**config.mk**
```make
export PLATFORM = sky130hd
export DESIGN_NAME = bitmap_first_fit_allocator
export DESIGN_NICKNAME = d
export VERILOG_FILES = /design/src/hdl/bffa_pkg.sv /design/src/hdl/bitmap_first_fit_allocator.sv /design/src/hdl/bffa_ram.sv /design/src/hdl/bffa_ctrl.sv
export VERILOG_INCLUDE_DIRS = /design/src /design/src/hdl
export SDC_FILE = /design/constraint.sdc
export NUM_CORES = 2
export LEC_CHECK = 0
export ABC_CLOCK_PERIOD_IN_PS = 7050
export BUFFER_PORTS_ARGS = -buffer_cell sky130_fd_sc_hd__buf_4
export CAP_MARGIN = 10
export CELL_PAD_IN_SITES_DETAIL_PLACEMENT = 0
export CELL_PAD_IN_SITES_GLOBAL_PLACEMENT = 1
export CORE_MARGIN = 5
export CORE_UTILIZATION = 32
export CTS_BUF_LIST = sky130_fd_sc_hd__clkbuf_4
export CTS_CLUSTER_DIAMETER = 40
export DETAILED_ROUTE_END_ITERATION = 16
export PLACE_DENSITY = 0.65
export SYNTH_ARGS = -nofsm -noshare
export SYNTH_HDL_FRONTEND = slang
export SYNTH_SLANG_ARGS = --single-unit
```
**constraint.sdc**
```tcl
create_clock -name i_clk -period 7.05 [get_ports i_clk]
set_input_delay 0 -clock i_clk [delete_from_list [all_inputs] [get_ports i_clk]]
set_output_delay 0 -clock i_clk [all_outputs]
set_load 0.005 [all_outputs]
```
**src/hdl/assert_macros.svh**
```systemverilog
// assertion macros used by the rtl top level of the allocator
// no dependencies; define NO_ASSERTIONS to compile them out
`ifndef ASSERT_MACROS_SVH
`define ASSERT_MACROS_SVH
`ifndef NO_ASSERTIONS
// same-cycle implication, disabled during reset
`define AST_IMPL(lbl, clk, rst_n, ante, cons) \
    lbl: assert property (@(posedge clk) disable iff (!rst_n) (ante) |-> (cons)) \
        else $error("assertion failed");
// next-cycle implication, disabled during reset
`define AST_NEXT(lbl, clk, rst_n, ante, cons) \
    lbl: assert property (@(posedge clk) disable iff (!rst_n) (ante) |=> (cons)) \
        else $error("assertion failed");
`else
`define AST_IMPL(lbl, clk, rst_n, ante, cons)
`define AST_NEXT(lbl, clk, rst_n, ante, cons)
`endif
`endif

```
**src/hdl/bffa_pkg.sv**
```systemverilog
// shared types, constants and helper functions of the first-fit bitmap allocator
// no dependencies
package bffa_pkg;

    // pool sizes and field widths
    localparam int INODE_COUNT = 256;
    localparam int BLOCK_COUNT = 2048;
    localparam int IDX_W       = 11;
    localparam int DS_W        = 11;
    localparam int STATUS_W    = 2;
    localparam int DS_RESET    = 100;

    // bitmap word organisation, inode rows first, block rows after them
    localparam int WORD_W      = 32;
    localparam int WORD_AW     = $clog2(WORD_W);
    localparam int INODE_WORDS = (INODE_COUNT + WORD_W - 1) / WORD_W;
    localparam int BLOCK_WORDS = (BLOCK_COUNT + WORD_W - 1) / WORD_W;
    localparam int MAP_WORDS   = INODE_WORDS + BLOCK_WORDS;
    localparam int MAP_AW      = $clog2(MAP_WORDS);

    // counter widths and compare width for range checks
    localparam int INODE_CNT_W = $clog2(INODE_COUNT + 1);
    localparam int BLOCK_CNT_W = $clog2(BLOCK_COUNT + 1);
    localparam int LIM_W       = 17;
    localparam int BLOCK_CNT_RESET = (DS_RESET < BLOCK_COUNT) ? BLOCK_COUNT - DS_RESET : 0;

    // request codes
    localparam logic FN_ALLOC   = 1'b0;
    localparam logic FN_FREE    = 1'b1;
    localparam logic POOL_INODE = 1'b0;
    localparam logic POOL_BLOCK = 1'b1;

    typedef enum logic [STATUS_W-1:0] {
        ST_OK      = 2'd0,
        ST_FULL    = 2'd1,
        ST_IGNORED = 2'd2
    } t_status;

    typedef logic [WORD_W-1:0] t_word;

    // memory request from the sequencer
    typedef struct packed {
        logic              we;
        logic [MAP_AW-1:0] waddr;
        t_word             wdata;
        logic              re;
        logic [MAP_AW-1:0] raddr;
    } t_ram_req;

    // one result beat
    typedef struct packed {
        logic [IDX_W-1:0] granted_index;
        t_status          status;
        logic [IDX_W-1:0] free_count;
    } t_result;

    // lowest clear bit of a word
    typedef struct packed {
        logic               found;
        logic [WORD_AW-1:0] pos;
    } t_zero;

    // bits past the end of a pool in its last word read as used
    function automatic t_word tail_mask(input int count);
        t_word m;
        int    rem;
        m   = '0;
        rem = count % WORD_W;
        for (int b = 0; b < WORD_W; b++) begin
            if (rem != 0 && b >= rem) begin
                m[b] = 1'b1;
            end
        end
        return m;
    endfunction

    localparam t_word INODE_TAIL = tail_mask(INODE_COUNT);
    localparam t_word BLOCK_TAIL = tail_mask(BLOCK_COUNT);

    // bits below the start offset read as used
    function automatic t_word below_mask(input logic [WORD_AW-1:0] off);
        t_word m;
        for (int b = 0; b < WORD_W; b++) begin
            m[b] = (b < int'(off));
        end
        return m;
    endfunction

    // priority encoder for the lowest zero bit
    function automatic t_zero lowest_zero(input t_word w);
        t_zero z;
        z = '0;
        for (int b = WORD_W - 1; b >= 0; b--) begin
            if (!w[b]) begin
                z.found = 1'b1;
                z.pos   = WORD_AW'(b);
            end
        end
        return z;
    endfunction

endpackage

```
**src/hdl/bitmap_first_fit_allocator.sv**
```systemverilog
// First-fit allocator over an inode bitmap and a block bitmap, kept as 32-bit words in one
// word memory. An allocate request scans one word per cycle through a single lowest-zero
// search unit until it finds a clear bit or has read the last word of its pool, at most 8
// words for inodes and 64 for blocks. The block is not ready from an accepted request
// until its result beat has moved into the output register. Per-row valid bits stand in
// for clearing the memory, so there is no clearing pass after reset or after a data_start
// write.
// top level; depends on bffa_pkg, bffa_ram, bffa_ctrl and assert_macros.svh
`include "assert_macros.svh"

module bitmap_first_fit_allocator
    import bffa_pkg::*;
(
    input  logic                i_clk,
    input  logic                i_rst_n,
    input  logic                i_cfg_we,
    input  logic [DS_W-1:0]     i_cfg_data,
    input  logic                i_in_valid,
    output logic                o_in_ready,
    input  logic                i_func,
    input  logic                i_pool,
    input  logic [IDX_W-1:0]    i_index,
    output logic                o_out_valid,
    input  logic                i_out_ready,
    output logic [IDX_W-1:0]    o_granted_index,
    output logic [STATUS_W-1:0] o_status,
    output logic [IDX_W-1:0]    o_free_count
);

    t_ram_req ram_req;
    t_word    rdata;
    logic     res_valid;
    logic     res_ready;
    t_result  res;
    logic     r_out_valid;
    t_result  r_out;

    // bitmap word memory
    bffa_ram #(
        .DEPTH (MAP_WORDS),
        .WIDTH (WORD_W)
    ) u_ram (
        .i_clk   (i_clk),
        .i_we    (ram_req.we),
        .i_waddr (ram_req.waddr),
        .i_wdata (ram_req.wdata),
        .i_re    (ram_req.re),
        .i_raddr (ram_req.raddr),
        .o_rdata (rdata)
    );

    // scan sequencer
    bffa_ctrl u_ctrl (
        .i_clk       (i_clk),
        .i_rst_n     (i_rst_n),
        .i_cfg_we    (i_cfg_we),
        .i_cfg_data  (i_cfg_data),
        .i_in_valid  (i_in_valid),
        .o_in_ready  (o_in_ready),
        .i_func      (i_func),
        .i_pool      (i_pool),
        .i_index     (i_index),
        .o_ram       (ram_req),
        .i_rdata     (rdata),
        .o_res_valid (res_valid),
        .i_res_ready (res_ready),
        .o_res       (res)
    );

    // output register for the result beat
    assign res_ready = !r_out_valid || i_out_ready;

    always_ff @(posedge i_clk) begin
        if (!i_rst_n) begin
            r_out_valid <= 1'b0;
        end else begin
            if (res_valid && res_ready) begin
                r_out_valid <= 1'b1;
                r_out       <= res;
            end else if (i_out_ready) begin
                r_out_valid <= 1'b0;
            end
        end
    end

    assign o_out_valid     = r_out_valid;
    assign o_granted_index = r_out.granted_index;
    assign o_status        = r_out.status;
    assign o_free_count    = r_out.free_count;

    // busy right after a request is taken
    `AST_NEXT(a_busy_after_accept, i_clk, i_rst_n, i_in_valid && o_in_ready, !o_in_ready)
    // only a successful allocate carries a nonzero index
    `AST_IMPL(a_grant_only_ok, i_clk, i_rst_n, r_out_valid && (r_out.status != ST_OK), r_out.granted_index == '0)
    // a full pool has a zero free counter
    `AST_IMPL(a_full_zero_count, i_clk, i_rst_n, r_out_valid && (r_out.status == ST_FULL), r_out.free_count == '0)

endmodule

```
**src/hdl/bffa_ram.sv**
```systemverilog
// single-port-write, single-port-read word memory with registered read data
// no dependencies
module bffa_ram #(
    parameter int DEPTH = 72,
    parameter int WIDTH = 32
) (
    input  logic                     i_clk,
    input  logic                     i_we,
    input  logic [$clog2(DEPTH)-1:0] i_waddr,
    input  logic [WIDTH-1:0]         i_wdata,
    input  logic                     i_re,
    input  logic [$clog2(DEPTH)-1:0] i_raddr,
    output logic [WIDTH-1:0]         o_rdata
);

    logic [WIDTH-1:0] r_mem [DEPTH];
    logic [WIDTH-1:0] r_rdata;

    // write port
    always_ff @(posedge i_clk) begin
        if (i_we) begin
            r_mem[i_waddr] <= i_wdata;
        end
    end

    // registered read port
    always_ff @(posedge i_clk) begin
        if (i_re) begin
            r_rdata <= r_mem[i_raddr];
        end
    end

    assign o_rdata = r_rdata;

endmodule

```
**src/hdl/bffa_ctrl.sv**
```systemverilog
// scan sequencer: walks bitmap words through the shared search unit, keeps counters,
// row valid bits and the data start register; depends on bffa_pkg
module bffa_ctrl
    import bffa_pkg::*;
(
    input  logic             i_clk,
    input  logic             i_rst_n,
    input  logic             i_cfg_we,
    input  logic [DS_W-1:0]  i_cfg_data,
    input  logic             i_in_valid,
    output logic             o_in_ready,
    input  logic             i_func,
    input  logic             i_pool,
    input  logic [IDX_W-1:0] i_index,
    output t_ram_req         o_ram,
    input  t_word            i_rdata,
    output logic             o_res_valid,
    input  logic             i_res_ready,
    output t_result          o_res
);

    typedef enum logic [1:0] {
        S_IDLE,
        S_EVAL,
        S_PUSH
    } t_state;

    t_state                 r_state;
    logic                   r_func;
    logic                   r_pool;
    logic [MAP_AW-1:0]      r_row;
    logic [MAP_AW-1:0]      r_first_row;
    logic [MAP_AW-1:0]      r_last_row;
    logic [WORD_AW-1:0]     r_off;
    logic [MAP_WORDS-1:0]   r_valid;
    logic [INODE_CNT_W-1:0] r_inode_cnt;
    logic [BLOCK_CNT_W-1:0] r_block_cnt;
    logic [DS_W-1:0]        r_data_start;
    t_result                r_res;

    logic                   accept;
    logic [DS_W-1:0]        eff_start;
    logic [DS_W-1:0]        cfg_eff;
    logic [BLOCK_CNT_W-1:0] blk_reload;
    logic                   blk_empty;
    logic [MAP_AW-1:0]      start_row;
    logic [WORD_AW-1:0]     start_off;
    logic [MAP_AW-1:0]      idx_row;
    logic                   in_range;
    logic                   alloc_go;
    logic [IDX_W-1:0]       in_cnt;
    logic [IDX_W-1:0]       cur_cnt;
    logic [INODE_CNT_W-1:0] inode_dec;
    logic [INODE_CNT_W-1:0] inode_inc;
    logic [BLOCK_CNT_W-1:0] block_dec;
    logic [BLOCK_CNT_W-1:0] block_inc;
    t_word                  cur;
    t_word                  masked;
    t_word                  tail;
    t_zero                  lz;
    logic [MAP_AW-1:0]      wip;
    logic [IDX_W-1:0]       grant_idx;
    logic                   bit_set;

    assign accept     = i_in_valid && (r_state == S_IDLE);
    assign o_in_ready = (r_state == S_IDLE);

    // effective block range start, zero acts as one
    assign eff_start  = (r_data_start == '0) ? DS_W'(1) : r_data_start;
    assign cfg_eff    = (i_cfg_data == '0) ? DS_W'(1) : i_cfg_data;
    assign blk_empty  = !(LIM_W'(eff_start) < LIM_W'(BLOCK_COUNT));
    assign blk_reload = (LIM_W'(cfg_eff) < LIM_W'(BLOCK_COUNT))
                      ? BLOCK_CNT_W'(LIM_W'(BLOCK_COUNT) - LIM_W'(cfg_eff))
                      : '0;

    // first word and bit of a scan, and word of a free request
    always_comb begin
        if (i_pool == POOL_BLOCK) begin
            start_row = MAP_AW'(INODE_WORDS) + MAP_AW'(eff_start >> WORD_AW);
            start_off = eff_start[WORD_AW-1:0];
            idx_row   = MAP_AW'(INODE_WORDS) + MAP_AW'(i_index >> WORD_AW);
            in_range  = (LIM_W'(i_index) >= LIM_W'(eff_start))
                     && (LIM_W'(i_index) < LIM_W'(BLOCK_COUNT));
            in_cnt    = IDX_W'(r_block_cnt);
        end else begin
            start_row = '0;
            start_off = WORD_AW'(1);
            idx_row   = MAP_AW'(i_index >> WORD_AW);
            in_range  = (i_index != '0) && (LIM_W'(i_index) < LIM_W'(INODE_COUNT));
            in_cnt    = IDX_W'(r_inode_cnt);
        end
    end

    assign alloc_go = !((i_pool == POOL_BLOCK) && blk_empty);

    // counter steps
    assign inode_dec = (r_inode_cnt != '0) ? r_inode_cnt - 1'b1 : r_inode_cnt;
    assign block_dec = (r_block_cnt != '0) ? r_block_cnt - 1'b1 : r_block_cnt;
    assign inode_inc = r_inode_cnt + 1'b1;
    assign block_inc = r_block_cnt + 1'b1;
    assign cur_cnt   = r_pool ? IDX_W'(r_block_cnt) : IDX_W'(r_inode_cnt);

    // search unit on the word just read
    assign cur    = r_valid[r_row] ? i_rdata : '0;
    assign tail   = r_pool ? BLOCK_TAIL : INODE_TAIL;
    assign masked = cur
                  | ((r_row == r_first_row) ? below_mask(r_off) : '0)
                  | ((r_row == r_last_row) ? tail : '0);
    assign lz        = lowest_zero(masked);
    assign wip       = r_row - (r_pool ? MAP_AW'(INODE_WORDS) : '0);
    assign grant_idx = IDX_W'({wip, lz.pos});
    assign bit_set   = cur[r_off];

    // memory requests
    always_comb begin
        o_ram = '0;
        unique case (r_state)
            S_IDLE: begin
                o_ram.raddr = (i_func == FN_ALLOC) ? start_row : idx_row;
                o_ram.re    = accept && ((i_func == FN_ALLOC) ? alloc_go : in_range);
            end
            S_EVAL: begin
                o_ram.waddr = r_row;
                o_ram.raddr = r_row + 1'b1;
                if (r_func == FN_FREE) begin
                    o_ram.we    = bit_set;
                    o_ram.wdata = cur & ~(t_word'(1) << r_off);
                end else begin
                    o_ram.we    = lz.found;
                    o_ram.wdata = cur | (t_word'(1) << lz.pos);
                    o_ram.re    = !lz.found && (r_row != r_last_row);
                end
            end
            S_PUSH: begin
                o_ram = '0;
            end
            default: begin
                o_ram = '0;
            end
        endcase
    end

    assign o_res_valid = (r_state == S_PUSH);
    assign o_res       = r_res;

    // sequencer, counters, valid bits and data start register
    always_ff @(posedge i_clk) begin
        if (!i_rst_n) begin
            r_state      <= S_IDLE;
            r_valid      <= '0;
            r_inode_cnt  <= INODE_CNT_W'(INODE_COUNT - 1);
            r_block_cnt  <= BLOCK_CNT_W'(BLOCK_CNT_RESET);
            r_data_start <= DS_W'(DS_RESET);
        end else begin
            // data start write clears the block rows
            if (i_cfg_we) begin
                r_data_start <= i_cfg_data;
                r_block_cnt  <= blk_reload;
                for (int r = INODE_WORDS; r < MAP_WORDS; r++) begin
                    r_valid[r] <= 1'b0;
                end
            end
            unique case (r_state)
                S_IDLE: begin
                    if (accept) begin
                        r_func      <= i_func;
                        r_pool      <= i_pool;
                        r_first_row <= start_row;
                        r_last_row  <= (i_pool == POOL_BLOCK) ? MAP_AW'(MAP_WORDS - 1)
                                                              : MAP_AW'(INODE_WORDS - 1);
                        if (i_func == FN_ALLOC) begin
                            if (alloc_go) begin
                                r_row   <= start_row;
                                r_off   <= start_off;
                                r_state <= S_EVAL;
                            end else begin
                                r_res   <= '{granted_index: '0, status: ST_FULL,
                                             free_count: in_cnt};
                                r_state <= S_PUSH;
                            end
                        end else begin
                            if (in_range) begin
                                r_row   <= idx_row;
                                r_off   <= i_index[WORD_AW-1:0];
                                r_state <= S_EVAL;
                            end else begin
                                r_res   <= '{granted_index: '0, status: ST_IGNORED,
                                             free_count: in_cnt};
                                r_state <= S_PUSH;
                            end
                        end
                    end
                end
                S_EVAL: begin
                    if (r_func == FN_FREE) begin
                        if (bit_set) begin
                            if (r_pool == POOL_BLOCK) begin
                                r_block_cnt <= block_inc;
                                r_res <= '{granted_index: '0, status: ST_OK,
                                           free_count: IDX_W'(block_inc)};
                            end else begin
                                r_inode_cnt <= inode_inc;
                                r_res <= '{granted_index: '0, status: ST_OK,
                                           free_count: IDX_W'(inode_inc)};
                            end
                        end else begin
                            r_res <= '{granted_index: '0, status: ST_IGNORED,
                                       free_count: cur_cnt};
                        end
                        r_state <= S_PUSH;
                    end else if (lz.found) begin
                        r_valid[r_row] <= 1'b1;
                        if (r_pool == POOL_BLOCK) begin
                            r_block_cnt <= block_dec;
                            r_res <= '{granted_index: grant_idx, status: ST_OK,
                                       free_count: IDX_W'(block_dec)};
                        end else begin
                            r_inode_cnt <= inode_dec;
                            r_res <= '{granted_index: grant_idx, status: ST_OK,
                                       free_count: IDX_W'(inode_dec)};
                        end
                        r_state <= S_PUSH;
                    end else if (r_row == r_last_row) begin
                        r_res   <= '{granted_index: '0, status: ST_FULL, free_count: cur_cnt};
                        r_state <= S_PUSH;
                    end else begin
                        r_row <= r_row + 1'b1;
                    end
                end
                S_PUSH: begin
                    if (i_res_ready) begin
                        r_state <= S_IDLE;
                    end
                end
                default: begin
                    r_state <= S_IDLE;
                end
            endcase
        end
    end

endmodule

```
==> summary.txt <==
Outcome
  • Status: complete, no violations

Place
  • Post-DP HPWL: approximately 190 mm
  • Routability cong.: around 0.86
  • Port Buffers: 54

Hold path
  • Hold WC Path Type: in2reg

Die
  • # IOs: 55
  • Initial core utilization: between 30% and 40%
  • Die area: between 300,000 and 400,000 µm²
  • Die extent in x: approximately 580 µm
  • # rows: 210
  • Core area: between 300,000 and 400,000 µm²
  • Die Y: just under 600 µm

STA
  • Clock Skew: 0.180 ns
  • Slew Viols, Final: 0
  • Worst hold margin: ~0.14 ns
  • Max Freq: 0.165 GHz
  • Final min period: approximately 6.1 ns
  • RSZ-0062 raised after global routing: no
  • Rel. slew slack: a little under an eighth
  • Final hold vios: 0
  • # setup viols final: 0
  • Tightest Pin Transition: 1.32 ns
  • Setup TNS after final layout: 0 ns
  • Tcrit/Tclk final: between 80% and 90%

Synth
  • Post-Synthesis Cells: roughly 8,200
  • Register area share after synthesis: about 71%
  • XOR/XNOR share of the synthesized area: less than 1%
  • Simple-gate area share of the yosys netlist: between 10% and 20%
  • EDFF count, synth: 2,405
  • Largest family of logic cells by synthesized area: simple AND/OR/NAND/NOR gates
  • Syn_area_per_cell: around 13 µm²
  • Distinct cells, synth: between 100 and 150
  • Primary FF master, synth: edfxtp_1
  • Mapped cell area: 105,000 µm²
  • Synth Area in Adders: less than 1%
  • Ys Warns: 0
  • Ys async rst share: 0%
  • Mux contribution to synthesized area: less than 1%
  • Register bit total from synthesis: around 2,500
  • Complex-gate fraction of the synthesized area: between 10 and 15%
  • Syn nets: 8,254

Power and ir drop
  • Peak VDD IR: roughly 0.00011 V
  • Leakage: 39.2 nW
  • Pwr Density: between 200 and 300 nW/µm²

Cells and area
  • Most frequent cells in the layout: 2,405 x edfxtp_1, 1,926 x nand2_1, 958 x clkbuf_4
  • P&R area growth vs syn: 16.5%
  • Layout cells sized above 1: between 10% and 20%
  • NumNets Final: a little under 9,000
  • Most common cell after layout, fill and taps aside: edfxtp_1
  • Layout fillers: roughly 31,000

Worst setup path
  • Crit path capture type: flip-flop
  • Critical path required time: slightly below 8 ns
  • CP max FO: 72
  • CP Class: reg2reg
  • Crit path arrival time: 6.86 ns
  • Critical path startpoint category: flip-flop

Route
  • Detailed-route via count: roughly 73,000
  • DR iter-0 viols: roughly 7,300
  • WL/cell: ~25 µm
  • Vias/cell: 5.42
  • Final wirelength: between 300 and 400 mm
  • Routed Antenna Nets: 0
  • DRC viols: 0
  • Drt pass-1 iters: 6

Clocking
  • # hold bufs at CTS: 87
  • CTS tree: done
  • CTS Buf Count: between 600 and 700
  • Clock sinks: approximately 2,500
  • Post-CTS setup buffers: 0
  • Clock buffer depth: 4
  • Clock slew at reported path FFs: ~0.070 ns
  • Post_cts resized: 0
  • Worst-Skew Late Latency: 1.37 ns
  • Root buffer cell: clkbuf_4
  • H-tree depth: 6

Global route
  • Gr ovfl total: 0
  • Initial antenna violation count: 12
  • All-Layer GR Usage: 19.0%
  • Largest net degree at the start of global routing: 124
  • Vias in the first global route: between 70,000 and 80,000
  • First-pass GRT wire length: between 400 and 500 mm

Job
  • Max Cap Viol: 0
## flip-flops by register name, summed over array words and instances (netlist names)
register / cells
o_granted_index: 11
u_ctrl.r_data_start: 11
o_free_count: 11
u_ctrl.r_inode_cnt: 9
u_ctrl.r_valid: 72
u_ram.r_mem: 2304
u_ctrl.r_off: 5
u_ctrl.r_first_row: 7
u_ctrl.r_last_row: 1
u_ctrl.r_row: 7
u_ctrl.r_state: 2
o_out_valid: 1
u_ctrl.o_res: 24
u_ram.o_rdata: 32
u_ctrl.r_func: 1
u_ctrl.r_block_cnt: 12
o_status: 2
## path summary, 6_finish.rpt
kind / start / endpoint / slack [ns] / depth (start not counted)
worst max register to register: u_ctrl.r_row[0] / u_ram.r_mem[45][26] / 1.0 / 13
worst min-delay path: i_index[10] / u_ctrl.r_row[6] / 0.14 / 7
worst min register to register: u_ctrl.o_res[10] / o_free_count[10] / 0.42 / 0
worst max-delay path: u_ctrl.r_row[0] / u_ram.r_mem[45][26] / 1.0 / 13
## cell families after synthesis
logic type | after synthesis
buf+inv | 691
simple gates | 3297
mux | 74
compound gates | 1546
flops | 2512
xor+xnor | 56
fa+ha+maj | 25
## metrics by stage
step	cell area, µm²	util [%]	worst slack, ns	instances	power (mW)
4_1_cts	122000	37.3	0.904	13500	33.9
2_1_floorplan	105000	-	0.0202	8201	19.3
6_report	122000	37.4	1.00	13500	33.6
3_5_place_dp	113000	34.6	1.04	12300	21.2
5_1_grt	122000	37.3	0.745	13500	35.1
3_3_place_gp	113000	34.6	1.09	12300	21.2
## synth_stat cells (46+ instances only)
| master | n | area share [%] |
|---|---|---|
| o21ai_0 | 76 | 0.36 |
| a21o_1 | 46 | 0.33 |
| a2bb2oi_1 | 67 | 0.56 |
| buf_1 | 75 | 0.27 |
| a311oi_1 | 416 | 3.5 |
| nor2_1 | 281 | 1.0 |
| mux2i_1 | 52 | 0.50 |
| nand3_1 | 621 | 3.0 |
| edfxtp_1 | 2405 | 69 |
| and3_1 | 304 | 1.8 |
| nand2_1 | 1930 | 6.9 |
| a31oi_1 | 176 | 1.1 |
| clkbuf_1 | 544 | 1.9 |
| a21oi_1 | 195 | 0.93 |
| a211oi_1 | 365 | 2.6 |
| dfxtp_1 | 107 | 2.0 |
## critical path: stages (launching register included)
cell and delay, ns:
edfxtp_1 0.89, buf_12 0.27, mux2i_1 0.10, mux4_2 0.51
o22ai_1 0.23, o21ai_1 0.28, nand3_1 0.32, buf_4 0.27
a21oi_1 0.07, or4_1 0.54, a221o_1 0.38, a21boi_4 0.95
o32ai_4 0.17, buf_4 0.43
## layout make-up
class                      count  area (µm²)  area share (%)
antenna                        9        22.5          0.0184
timing repair buffer         474        4950            4.05
sequential                  2512       74400            60.9
multi-input combinational   4998       28900            23.7
clock inverter               141        1020           0.832
inverter                      44         165           0.135
clock buffer                 958        7190            5.89
tap                         4346        5440            4.45
## power by group
group / internal [mW] / switching (mW) / total [mW]
combinational: 1.45 / 3.16 / 4.60
clock: 6.70 / 5.92 / 12.6
sequential: 16.2 / 0.122 / 16.3
## layer usage
metal  wire, µm  vias up  track usage, %
met1     142000    36900            25.6
met4      12400       10            7.42
met5         73        -               0
met3      25200      581            3.87
met2     156000     2957            30.3
li1           -    32600               -
Note: power is estimated with default switching activity, not from simulation.
